===== src/design/vertex_normal_accumulate_assert.svh =====
// assertion macros for the vertex normal accumulator
`ifndef VERTEX_NORMAL_ACCUMULATE_ASSERT_SVH
`define VERTEX_NORMAL_ACCUMULATE_ASSERT_SVH
`ifndef SYNTHESIS
`define VNA_ASSERT_IMP(label, ante, cons) \
  label: assert property (@(posedge clk) disable iff (rst) (ante) |-> (cons)) \
    else $error("vna assertion failed");
`define VNA_ASSERT_NXT(label, ante, cons) \
  label: assert property (@(posedge clk) disable iff (rst) (ante) |=> (cons)) \
    else $error("vna assertion failed");
`else
`define VNA_ASSERT_IMP(label, ante, cons)
`define VNA_ASSERT_NXT(label, ante, cons)
`endif
`endif


===== src/design/vna_ram.sv =====
// generic single write port ram with registered read
`default_nettype none
module vna_ram #(
  parameter int WIDTH = 8,
  parameter int DEPTH = 4
) (
  input  wire logic                     clk,
  input  wire logic                     we,
  input  wire logic [$clog2(DEPTH)-1:0] waddr,
  input  wire logic [WIDTH-1:0]         wdata,
  input  wire logic [$clog2(DEPTH)-1:0] raddr,
  output logic      [WIDTH-1:0]         rdata
);
  logic [WIDTH-1:0] mem [DEPTH];

  always_ff @(posedge clk) begin
    if (we) begin
      mem[waddr] <= wdata;
    end
    rdata <= mem[raddr];
  end
endmodule
`default_nettype wire


===== config.mk =====
export PLATFORM = sky130hd
export DESIGN_NAME = vna_ram
export DESIGN_NICKNAME = d
export VERILOG_FILES = /design/src/design/vertex_normal_accumulate_assert.svh /design/src/design/vna_ram.sv
export SDC_FILE = /design/constraint.sdc
export NUM_CORES = 1
export LEC_CHECK = 0
export BUFFER_PORTS_ARGS = -buffer_cell sky130_fd_sc_hd__buf_2
export CORE_MARGIN = 5
export CORE_UTILIZATION = 48
export CTS_CLUSTER_DIAMETER = 120
export CTS_CLUSTER_SIZE = 24
export DETAILED_ROUTE_END_ITERATION = 8
export PLACE_DENSITY = 0.73
export SLEW_MARGIN = 40
export SYNTH_ARGS = -nofsm -noshare
export SYNTH_HDL_FRONTEND = slang
export SYNTH_SLANG_ARGS = --single-unit

===== constraint.sdc =====
create_clock -name clk -period 1.3 [get_ports clk]
set_input_delay 0.13 -clock clk [delete_from_list [all_inputs] [get_ports clk]]
set_output_delay 0.13 -clock clk [all_outputs]
set_load 0.05 [all_outputs]

# After elaboration in Yosys (flattened, before gate mapping)
# Memories as Yosys holds them, arrays and structs flattened. A register that Yosys moved wholly into a read port is not among the register bits.
# Index checks and enable logic that the tools add are counted.
# classes
mux,2
# ops
op,count
1-bit 2-to-1 mux,2
# totals
ram_bits,32
wordCells,3
register_bits,0
mem_count,1
output_inout_bits,8
# memory_table
memory,words,word_bits,rd,rd_clocked_by_memory_dff,wr,line,text
mem,4,8,1,1,1,vna_ram.sv:14,logic [WIDTH-1:0] mem [DEPTH];

# Logic depth before layout (Yosys ltp)
# Gate-level depths: netlist (run 1).
# depth
word_depth,2
ltp_mapped,2

# Worst setup path after synthesis (run 1)
# Ideal clock, no wire load.
# synth_path
path_kind,input-to-reg
startpoint,in waddr[0]
endpoint,mem mem[0][0] (enable)
stages,1
n_path_buf,0
arrival_ns,0.809
required_ns,0.915
slack_ns,0.106
cell_sequence,nor3b_1
# synth_lines
element,line,text
"start, declared",vna_ram.sv:9,"input wire logic [$clog2(DEPTH)-1:0] waddr,"
"end, declared",vna_ram.sv:14,
# No word-level cell before the write port.

# Final worst setup path (run 1)
# layout_path
startpoint,"reg rdata[0], read port of mem"
endpoint,out rdata[0]
# layout_lines
element,line,text
"start, declared",vna_ram.sv:12,output logic [WIDTH-1:0] rdata
# No word-level cell between the ends.

==> results of run 1 <==
## sequential cells by signal, indices dropped and copies added, names as in the netlist
name / flops
mem: 32
rdata: 8
## power by group
part,switching (uW),internal (uW)
Sequential,16.1,1460
Clock,346,211
Combinational,149,89.3
## worst paths after layout
check | depth (start not counted) | slack [ps] | to | startpoint
worst min-delay path | 1 | 40 | mem[0][5]$_DFFE_PP_ | wdata[5]
worst max-delay path | 1 | 260 | rdata[0] | rdata[0]$_DFF_P_
worst min register to register | 1 | 560 | rdata[1]$_DFF_P_ | mem[2][1]$_DFFE_PP_
worst max register to register | 1 | 330 | rdata[0]$_DFF_P_ | mem[3][0]$_DFFE_PP_
## per-layer routing
| metal | part of all wire | vias up | global-route usage |
|---|---|---|---|
| met2 | 0.49 | 21 | 0.172 |
| met1 | 0.43 | 320 | 0.145 |
| met3 | 0.060 | 4 | 0.0612 |
| li1 | - | 297 | - |
| met4 | 0.016 | 0 | 0.0557 |
| met5 | 0 | - | 0 |
## per-stage QoR
step	utilization	worst slack [ps]	power (uW)	instances
after CTS	0.584	235	2290	120
final	0.595	259	2270	123
after global routing	0.595	174	2390	123
after global placement	0.551	216	1720	108
after floorplan	-	106	1650	54
after detailed placement	0.551	214	1730	108
## cell type report
class | instances | area (sq um) | share of cell area
clock inverter | 1 | 5.00 | 0.00308
sequential | 40 | 1120 | 0.689
multi-input combinational | 12 | 211 | 0.130
clock buffer | 7 | 45.0 | 0.0277
tap | 31 | 38.8 | 0.0238
timing repair buffer | 32 | 205 | 0.126
## logic make-up (layout without fill, tap and decap cells)
group / after synthesis / after routing
flops: 40 / 40
mux: 8 / 8
simple gates: 4 / 4
buf+inv: 2 / 40
## cells in the mapped netlist
cell / number
buf_6: 1
dfxtp_1: 8
nor3b_1: 1
clkbuf_2: 1
and3b_1: 2
mux4_2: 8
and3_1: 1
edfxtp_1: 32
## timing repair
action,CTS,global route
hold endpoints to repair,16,9
gates resized for setup,0,0
buffers inserted,0,0
hold buffers,4,3
==> results.json, run 1 <==
{
  "synth_fa_ha_area_frac": 0,
  "max_slew_margin": 0.725,
  "cp.arrival_ps": 910,
  "synth_top_area_cell": "edfxtp_1",
  "drv_cap": 0,
  "ys_ff_latch": 40,
  "synth-compound-area-share": 0,
  "clock_path_buffers": 2,
  "dr.first_iter.drc_count": 17,
  "fillers": 201,
  "status": "finished, final reports clean",
  "start_util": 0.493,
  "post-route-drc-count": 0,
  "synth_mux_area_frac": 0.134,
  "required_ps": 1170,
  "finalCritPeriodShare": 0.801,
  "crit_type": "reg2out",
  "vias_per_cell": 5.22,
  "synth.area.top_cells": "edfxtp_1 (71%), mux4_2 (13%), dfxtp_1 (12%)",
  "die_w_um": 63.0,
  "power_per_cell_area_mw_per_mm2": 1390,
  "cts_tree": "built",
  "path_buf_inv": 1,
  "num_rows": 19,
  "synth_top_area_frac": 0.712,
  "fin_nets": 105,
  "post-route-min-period_ps": 1040,
  "coreArea_sq_mm": 0.00273,
  "placed_area_sq_mm": 0.00151,
  "cp_slowest_stage_delay_ps": 330,
  "htree_levels": 2,
  "routabilityCongestion": 0.640,
  "cts.sinks": 40,
  "hold_viol_final": 0,
  "tns_ps": 0,
  "ios": 22,
  "critical_path.max_fanout": 1,
  "drv_slew": 0,
  "whs_ps": 36.8,
  "syn_area_per_cell_sq_um": 25.0,
  "finClkSkew_ps": 7.62,
  "io_buffers": 21,
  "grt_max_degree": 13,
  "worstSkewPairLatency_ps": 330,
  "yosys_warnings": 0,
  "synth_xor_area_frac": 0,
  "cp-start-kind": "flip-flop",
  "final_common_cell": "edfxtp_1",
  "die_area_sq_mm": 0.00397,
  "area_growth_pct": 20.6,
  "synthCells": 54,
  "crit_path_cell_trace": "buf_2",
  "wire_per_inst_um": 16.5,
  "root_buffer": "clkbuf_4",
  "yosys.cell_types.count": 8,
  "drive_above_1_share": 0.424,
  "yosysSeqAreaShare": 0.831,
  "critPathTopFamily": "flip-flops",
  "rsz0062_at_grt": "false",
  "first_global_vias": 680,
  "grt_pass1_wl_um": 3310,
  "ant_nets": 0,
  "peakVddDrop_uv": 1360,
  "worst_pin_slew_ps": 413,
  "synth_top_family_by_area": "multiplexers",
  "crit_path_end_kind": "output pin",
  "cts_buffers": 5,
  "setup_viol": 0,
  "vias": 642,
  "synthSimpleGateAreaFrac": 0.0232,
  "power.static_leakage_uw": 0.000596,
  "final_cell_mix": "edfxtp_1 (32), buf_2 (21), mux4_2 (8), dfxtp_1 (8), dlygate4sd3_1 (7)",
  "first_pass_iters": 3,
  "synth_nets": 68,
  "diodes": 0,
  "clkTransAtPathRegs_ps": 100,
  "antenna_found_initial": 0,
  "hp-class": "in2reg",
  "wl_um": 2040,
  "max_freq_mhz": 961,
  "critPathSlowestCell": "dfxtp_1",
  "finalInstanceArea_sq_mm": 0.00163,
  "die_y_um": 63.0,
  "syn_area_sq_mm": 0.00135,
  "overflow": 0,
  "track_usage": 0.118
}
No activity file was read; power rests on OpenSTA's default activity.
==> run 2, diff against run 1 <==
--- a/config.mk
+++ b/config.mk
@@ -5,13 +5,14 @@
 export SDC_FILE = /design/constraint.sdc
 export NUM_CORES = 1
 export LEC_CHECK = 0
+export ABC_AREA = 1
 export BUFFER_PORTS_ARGS = -buffer_cell sky130_fd_sc_hd__buf_2
 export CORE_MARGIN = 5
-export CORE_UTILIZATION = 48
+export CORE_UTILIZATION = 55
 export CTS_CLUSTER_DIAMETER = 120
 export CTS_CLUSTER_SIZE = 24
 export DETAILED_ROUTE_END_ITERATION = 8
-export PLACE_DENSITY = 0.73
+export PLACE_DENSITY = 0.78
 export SLEW_MARGIN = 40
 export SYNTH_ARGS = -nofsm -noshare
 export SYNTH_HDL_FRONTEND = slang
==> constraint.sdc (replaced) <==
create_clock -name clk -period 1 [get_ports clk]
set_input_delay 0.1 -clock clk [delete_from_list [all_inputs] [get_ports clk]]
set_output_delay 0.1 -clock clk [all_outputs]
set_load 0.05 [all_outputs]
==> run 2 against run 1 <==
Clock power rose by 42%. Sequential cell count stayed put. Register-to-register slack lost 120 ps. Clock-buffer cell count is 1 lower. Critical path type unchanged.
==> results.json, run 2 <==
{
  "status": "finished, final reports clean",
  "cts_buffers": 5,
  "reg2reg_from": "mem[1][6]$_DFFE_PP_",
  "synth_edf_count": 32,
  "track_usage": 0.163,
  "cts_tree": "built",
  "synth_top_area_cell": "edfxtp_1",
  "finalInstanceArea_sq_mm": 0.00187,
  "wl_um": 3030,
  "critPathSlowestCell": "dfxtp_1",
  "htree_levels": 2,
  "cts_setup_buffers": 0,
  "grt_pass1_wl_um": 4930,
  "die_area_sq_mm": 0.00397,
  "io_buffers": 21,
  "final_common_cell": "nand2_1",
  "syn_area_sq_mm": 0.00155,
  "first_global_vias": 977,
  "reg.largest.list": "mem (32), rdata (8)",
  "clock_path_buffers": 2,
  "whs_ps": 24.6,
  "rsz0062_at_grt": "false",
  "grt_max_degree": 18,
  "synth.area.top_cells": "edfxtp_1 (62%), dfxtp_1 (10%), nand2_1 (9.7%)",
  "min_from": "wdata[2]",
  "root_buffer": "clkbuf_4",
  "power_per_cell_area_mw_per_mm2": 1670,
  "max_freq_mhz": 1060,
  "antenna_found_initial": 0,
  "ys_ff_latch": 40,
  "ant_nets": 0,
  "cp-start-kind": "flip-flop",
  "synth_nets": 155,
  "wire_per_inst_um": 14.6,
  "die_y_um": 63.0,
  "cp.arrival_ps": 840,
  "synth_top_area_frac": 0.621,
  "drive_above_1_share": 0.198,
  "power.static_leakage_uw": 0.000875,
  "final-seq-area_sq_mm": 0.00112,
  "crit_type": "reg2out",
  "final_cell_mix": "nand2_1 (40), inv_1 (36), edfxtp_1 (32), nand3_1 (16), buf_2 (13)",
  "tns_ps": 0,
  "drv_cap": 0,
  "yosysSeqAreaShare": 0.724,
  "diodes": 0,
  "synthCells": 141,
  "area_growth_pct": 20.6,
  "vias": 1031,
  "placed_area_sq_mm": 0.00170,
  "dr.first_iter.drc_count": 54,
  "critPathTopFamily": "flip-flops",
  "largest_register_ffs": 32,
  "yosys_warnings": 0,
  "max_slew_margin": 0.781,
  "hpwl_um": 2050,
  "top_register": "mem",
  "yosys.cell_types.count": 10,
  "finalNonFillerCells": 208,
  "multi_input_comb_area_sq_um": 260,
  "num_rows": 19,
  "syn_area_per_cell_sq_um": 11.0,
  "required_ps": 900,
  "worstSetupStartpoint": "rdata[4]$_DFF_P_",
  "routabilityCongestion": 0.868,
  "hp-class": "in2reg",
  "path_buf_inv": 1,
  "netlist_top_cells_count": "nand2_1 (40), inv_1 (36), edfxtp_1 (32)",
  "fillers": 215,
  "crit_path_end_kind": "output pin",
  "cp_slowest_stage_delay_ps": 330,
  "placed_cells": 193,
  "coreArea_sq_mm": 0.00273,
  "hold_viol_final": 0,
  "drv_slew": 0,
  "peakVddDrop_uv": 1380,
  "worst_pin_slew_ps": 329,
  "ys.flop_type": "edfxtp_1",
  "cts.sinks": 40,
  "start_util": 0.566,
  "crit_path_cell_trace": "buf_4",
  "overflow": 0,
  "vias_per_cell": 4.96,
  "clkTransAtPathRegs_ps": 120,
  "first_pass_iters": 5,
  "post-route-drc-count": 0,
  "ios": 22,
  "fin_nets": 190,
  "totalPowerFinal_uw": 3120,
  "setup_viol": 0,
  "finClkSkew_ps": 7.05,
  "post-route-min-period_ps": 944,
  "critical_path.max_fanout": 1,
  "worstSkewPairLatency_ps": 330,
  "synthArstFlopShare": 0,
  "finalCritPeriodShare": 0.944,
  "die_w_um": 63.0,
  "synth_most_common_cell": "nand2_1"
}
[run 2: cell count changes in the layout (fill, tap and decap cells not counted), sizes merged]
cell,delta
nand3,+16
mux4,-8
inv,+37
and3b,-2
clkinvlp,+1
nand2,+40
nor3b,-1
nor3,+4
and3,-1
clkbuf,-1
[run 2: cells by family (layout without fill, tap and decap cells)]
| group | count (synthesis) | count (layout) | share of synthesized area |
|---|---|---|---|
| buffers and inverters | 41 | 77 | 0.114 |
| flip-flops | 40 | 40 | 0.724 |
| AND/OR/NAND/NOR | 60 | 60 | 0.162 |
[run 2: layer usage]
layer / global-route usage / routed length (um) / vias to the layer above
li1: - / - / 508
met1: 0.221 / 1260 / 470
met2: 0.240 / 1520 / 45
met3: 0.0450 / 177 / 8
met4: 0.0822 / 73 / 0
met5: 0 / 0 / -
[run 2: path summary, 6_finish.rpt]
path / endpoint / depth (start not counted) / slack [ps]
worst min-delay path: mem[1][2]$_DFFE_PP_ / 1 / 20
worst max register to register: rdata[6]$_DFF_P_ / 4 / 210
worst min register to register: rdata[7]$_DFF_P_ / 4 / 570
worst max-delay path: rdata[4] / 1 / 60
[run 2: cell type report]
cell class | instances | share of cell area
flip-flops and latches | 40 | 0.601
multi-input cells | 60 | 0.139
repair buffers | 32 | 0.133
inverters | 37 | 0.0757
clock buffers | 6 | 0.0221
well taps | 31 | 0.0208
clock inverters | 2 | 0.00871
[run 2: power breakdown]
part | internal (uW) | switching, uW | leakage [uW]
clock network | 280 | 509 | 0.0000284
logic | 140 | 259 | 0.000486
registers | 1890 | 32.9 | 0.000361
[run 2: worst reg2reg max path, stage by stage (launching register included)]
cell      delay, ps
edfxtp_1        380
inv_1            80
nand2_1          60
nand3_1         130
nand2_1          50
[run 2: repair_timing]
action                                  in CTS  in global routing
hold buffers                                 5                  2
endpoints found under the setup margin       8                  6
cloned                                       0                  0
resized for setup                            8                  6
endpoints found under the hold margin       18                  8
[run 2: per-stage QoR]
| step | setup WS, ps | util |
|---|---|---|
| 2_1_floorplan | -158 | - |
| 3_5_place_dp | 57.7 | 0.621 |
| 5_1_grt | 5.57 | 0.683 |
| 3_3_place_gp | 72.2 | 0.621 |
| 4_1_cts | 28.1 | 0.667 |
| 6_report | 56.2 | 0.683 |
==> run 3, diff against run 2 <==
--- a/config.mk
+++ b/config.mk
@@ -7,6 +7,7 @@
 export LEC_CHECK = 0
 export ABC_AREA = 1
 export BUFFER_PORTS_ARGS = -buffer_cell sky130_fd_sc_hd__buf_2
+export CORE_ASPECT_RATIO = 1.2
 export CORE_MARGIN = 5
 export CORE_UTILIZATION = 55
 export CTS_CLUSTER_DIAMETER = 120
==> run 3 against run 2 <==
Clock power rose by 26%. Worst setup slack got worse by 5.8 ps. Sequential share of layout area shrank 0.96 points. Via count decreased by 2.2%. First-iteration DRC count down 26%. Clock-buffer cell count down 1. Critical path type unchanged. Critical endpoint is now rdata[0]. Largest cell class unchanged.
==> results.json, run 3 (synthesized netlist as in run 2, its figures left out) <==
{
  "worst_pin_slew_ps": 311,
  "cp_num_cells": 1,
  "fin_util": 0.688,
  "max_freq_mhz": 1050,
  "critical_path.max_fanout": 1,
  "io_buffers": 21,
  "antenna_found_initial": 0,
  "hold_viol_final": 0,
  "cp-start-kind": "flip-flop",
  "num_rows": 21,
  "final_cell_mix": "nand2_1 (40), inv_1 (36), edfxtp_1 (32), nand3_1 (16), buf_2 (13)",
  "grtUsageMet1": 0.196,
  "worstSkewPairLatency_ps": 340,
  "gr-usage-met2": 0.257,
  "final_common_cell": "nand2_1",
  "path_buf_inv": 1,
  "dr.first_iter.drc_count": 40,
  "crit_type": "reg2out",
  "cp_slowest_stage_delay_ps": 330,
  "grt_max_degree": 18,
  "cp.arrival_ps": 850,
  "largest_register_ffs": 32,
  "die_y_um": 68.1,
  "busiest_layer": "met2",
  "ant_nets": 0,
  "hpwl_um": 2020,
  "drive_above_1_share": 0.197,
  "post-route-drc-count": 0,
  "coreArea_sq_mm": 0.00276,
  "root_buffer": "clkbuf_4",
  "reg2regPathDepth": 4,
  "area_growth_pct": 22.7,
  "power.static_leakage_uw": 0.000891,
  "required_ps": 900,
  "reg.largest.list": "mem (32), rdata (8)",
  "drv_cap": 0,
  "die_w_um": 58.4,
  "wl_um": 2850,
  "first_pass_iters": 4,
  "max_slew_margin": 0.793,
  "cts_setup_buffers": 0,
  "power_per_cell_area_mw_per_mm2": 1750,
  "peakVddDrop_uv": 1630,
  "fin_nets": 191,
  "die_area_sq_mm": 0.00398,
  "critPathSlowestCell": "dfxtp_1",
  "overflow": 0,
  "critPathTopFamily": "flip-flops",
  "status": "finished, final reports clean",
  "cts_tree": "built",
  "track_usage": 0.168,
  "wire_per_inst_um": 13.4,
  "fillers": 189,
  "diodes": 0,
  "start_util": 0.561,
  "crit_path_cell_trace": "buf_4",
  "cts.sinks": 40,
  "grt_pass1_wl_um": 4600,
  "finClkSkew_ps": 3.84,
  "crit_path_end_kind": "output pin",
  "vias_per_cell": 4.75,
  "tns_ps": 0,
  "hold_depth": 3,
  "post-route-min-period_ps": 950,
  "first_global_vias": 989,
  "hp-class": "in2reg",
  "clock_path_buffers": 2,
  "vias": 1008,
  "drv_slew": 0,
  "cts_buffers": 5,
  "ios": 22,
  "htree_levels": 2,
  "setup_viol": 0,
  "finalCritPeriodShare": 0.950,
  "met3_usage": 0.0547,
  "rsz0062_at_grt": "false",
  "clkTransAtPathRegs_ps": 110,
  "routabilityCongestion": 0.839,
  "top_register": "mem"
}
## run 3: per-layer routing
metal / vias up / wire length [um] / part of all wire
li1: 511 / - / -
met1: 442 / 1170 / 0.41
met2: 40 / 1310 / 0.46
met3: 15 / 174 / 0.061
met4: 0 / 187 / 0.066
met5: - / 0 / 0
## run 3: stage by stage
stage	instances	cell area (sq um)	hold WS [ps]	power (uW)	setup slack, ps
detailed placement	196	1700	347	2300	80.2
finish	212	1900	90.0	3320	50.4
global route	212	1900	84.7	3470	0.900
CTS	212	1880	62.2	3330	18.1
floorplan	141	1560	199	2190	-158
global placement	196	1700	344	2290	91.5
## run 3: timing repair
item	4_1_cts	5_1_grt
hold buffers	8	0
endpoints found under the hold margin	31	0
resized for setup	8	7
endpoints found under the setup margin	8	6
## run 3: path summary, 6_finish.rpt
| kind | start | to | slack (ps) |
|---|---|---|---|
| setup / recovery | rdata[0]$_DFF_P_ | rdata[0] | 50 |
| hold / removal | raddr[1] | rdata[4]$_DFF_P_ | 90 |
| setup reg to reg | mem[0][6]$_DFFE_PP_ | rdata[6]$_DFF_P_ | 180 |
| hold reg to reg | mem[2][4]$_DFFE_PP_ | rdata[4]$_DFF_P_ | 570 |
## run 3: power breakdown
part	total (uW)	switching, uW	internal [uW]
Clock	996	485	510
Sequential	1930	30.6	1900
Combinational	402	260	143
## run 3: final cells by class
type	count	area, sq um	area share
inverters	37	141	0.0744
clock inverters	3	37.5	0.0198
well taps	34	42.5	0.0224
flip-flops and latches	40	1120	0.591
multi-input cells	60	260	0.137
clock buffers	5	37.5	0.0198
repair buffers	33	258	0.136
## run 3: worst register-to-register path, stage by stage, from the launching register on
cell      delay [ps]
edfxtp_1         390
inv_1             60
nand2_1           70
nand3_1          140
nand2_1           60
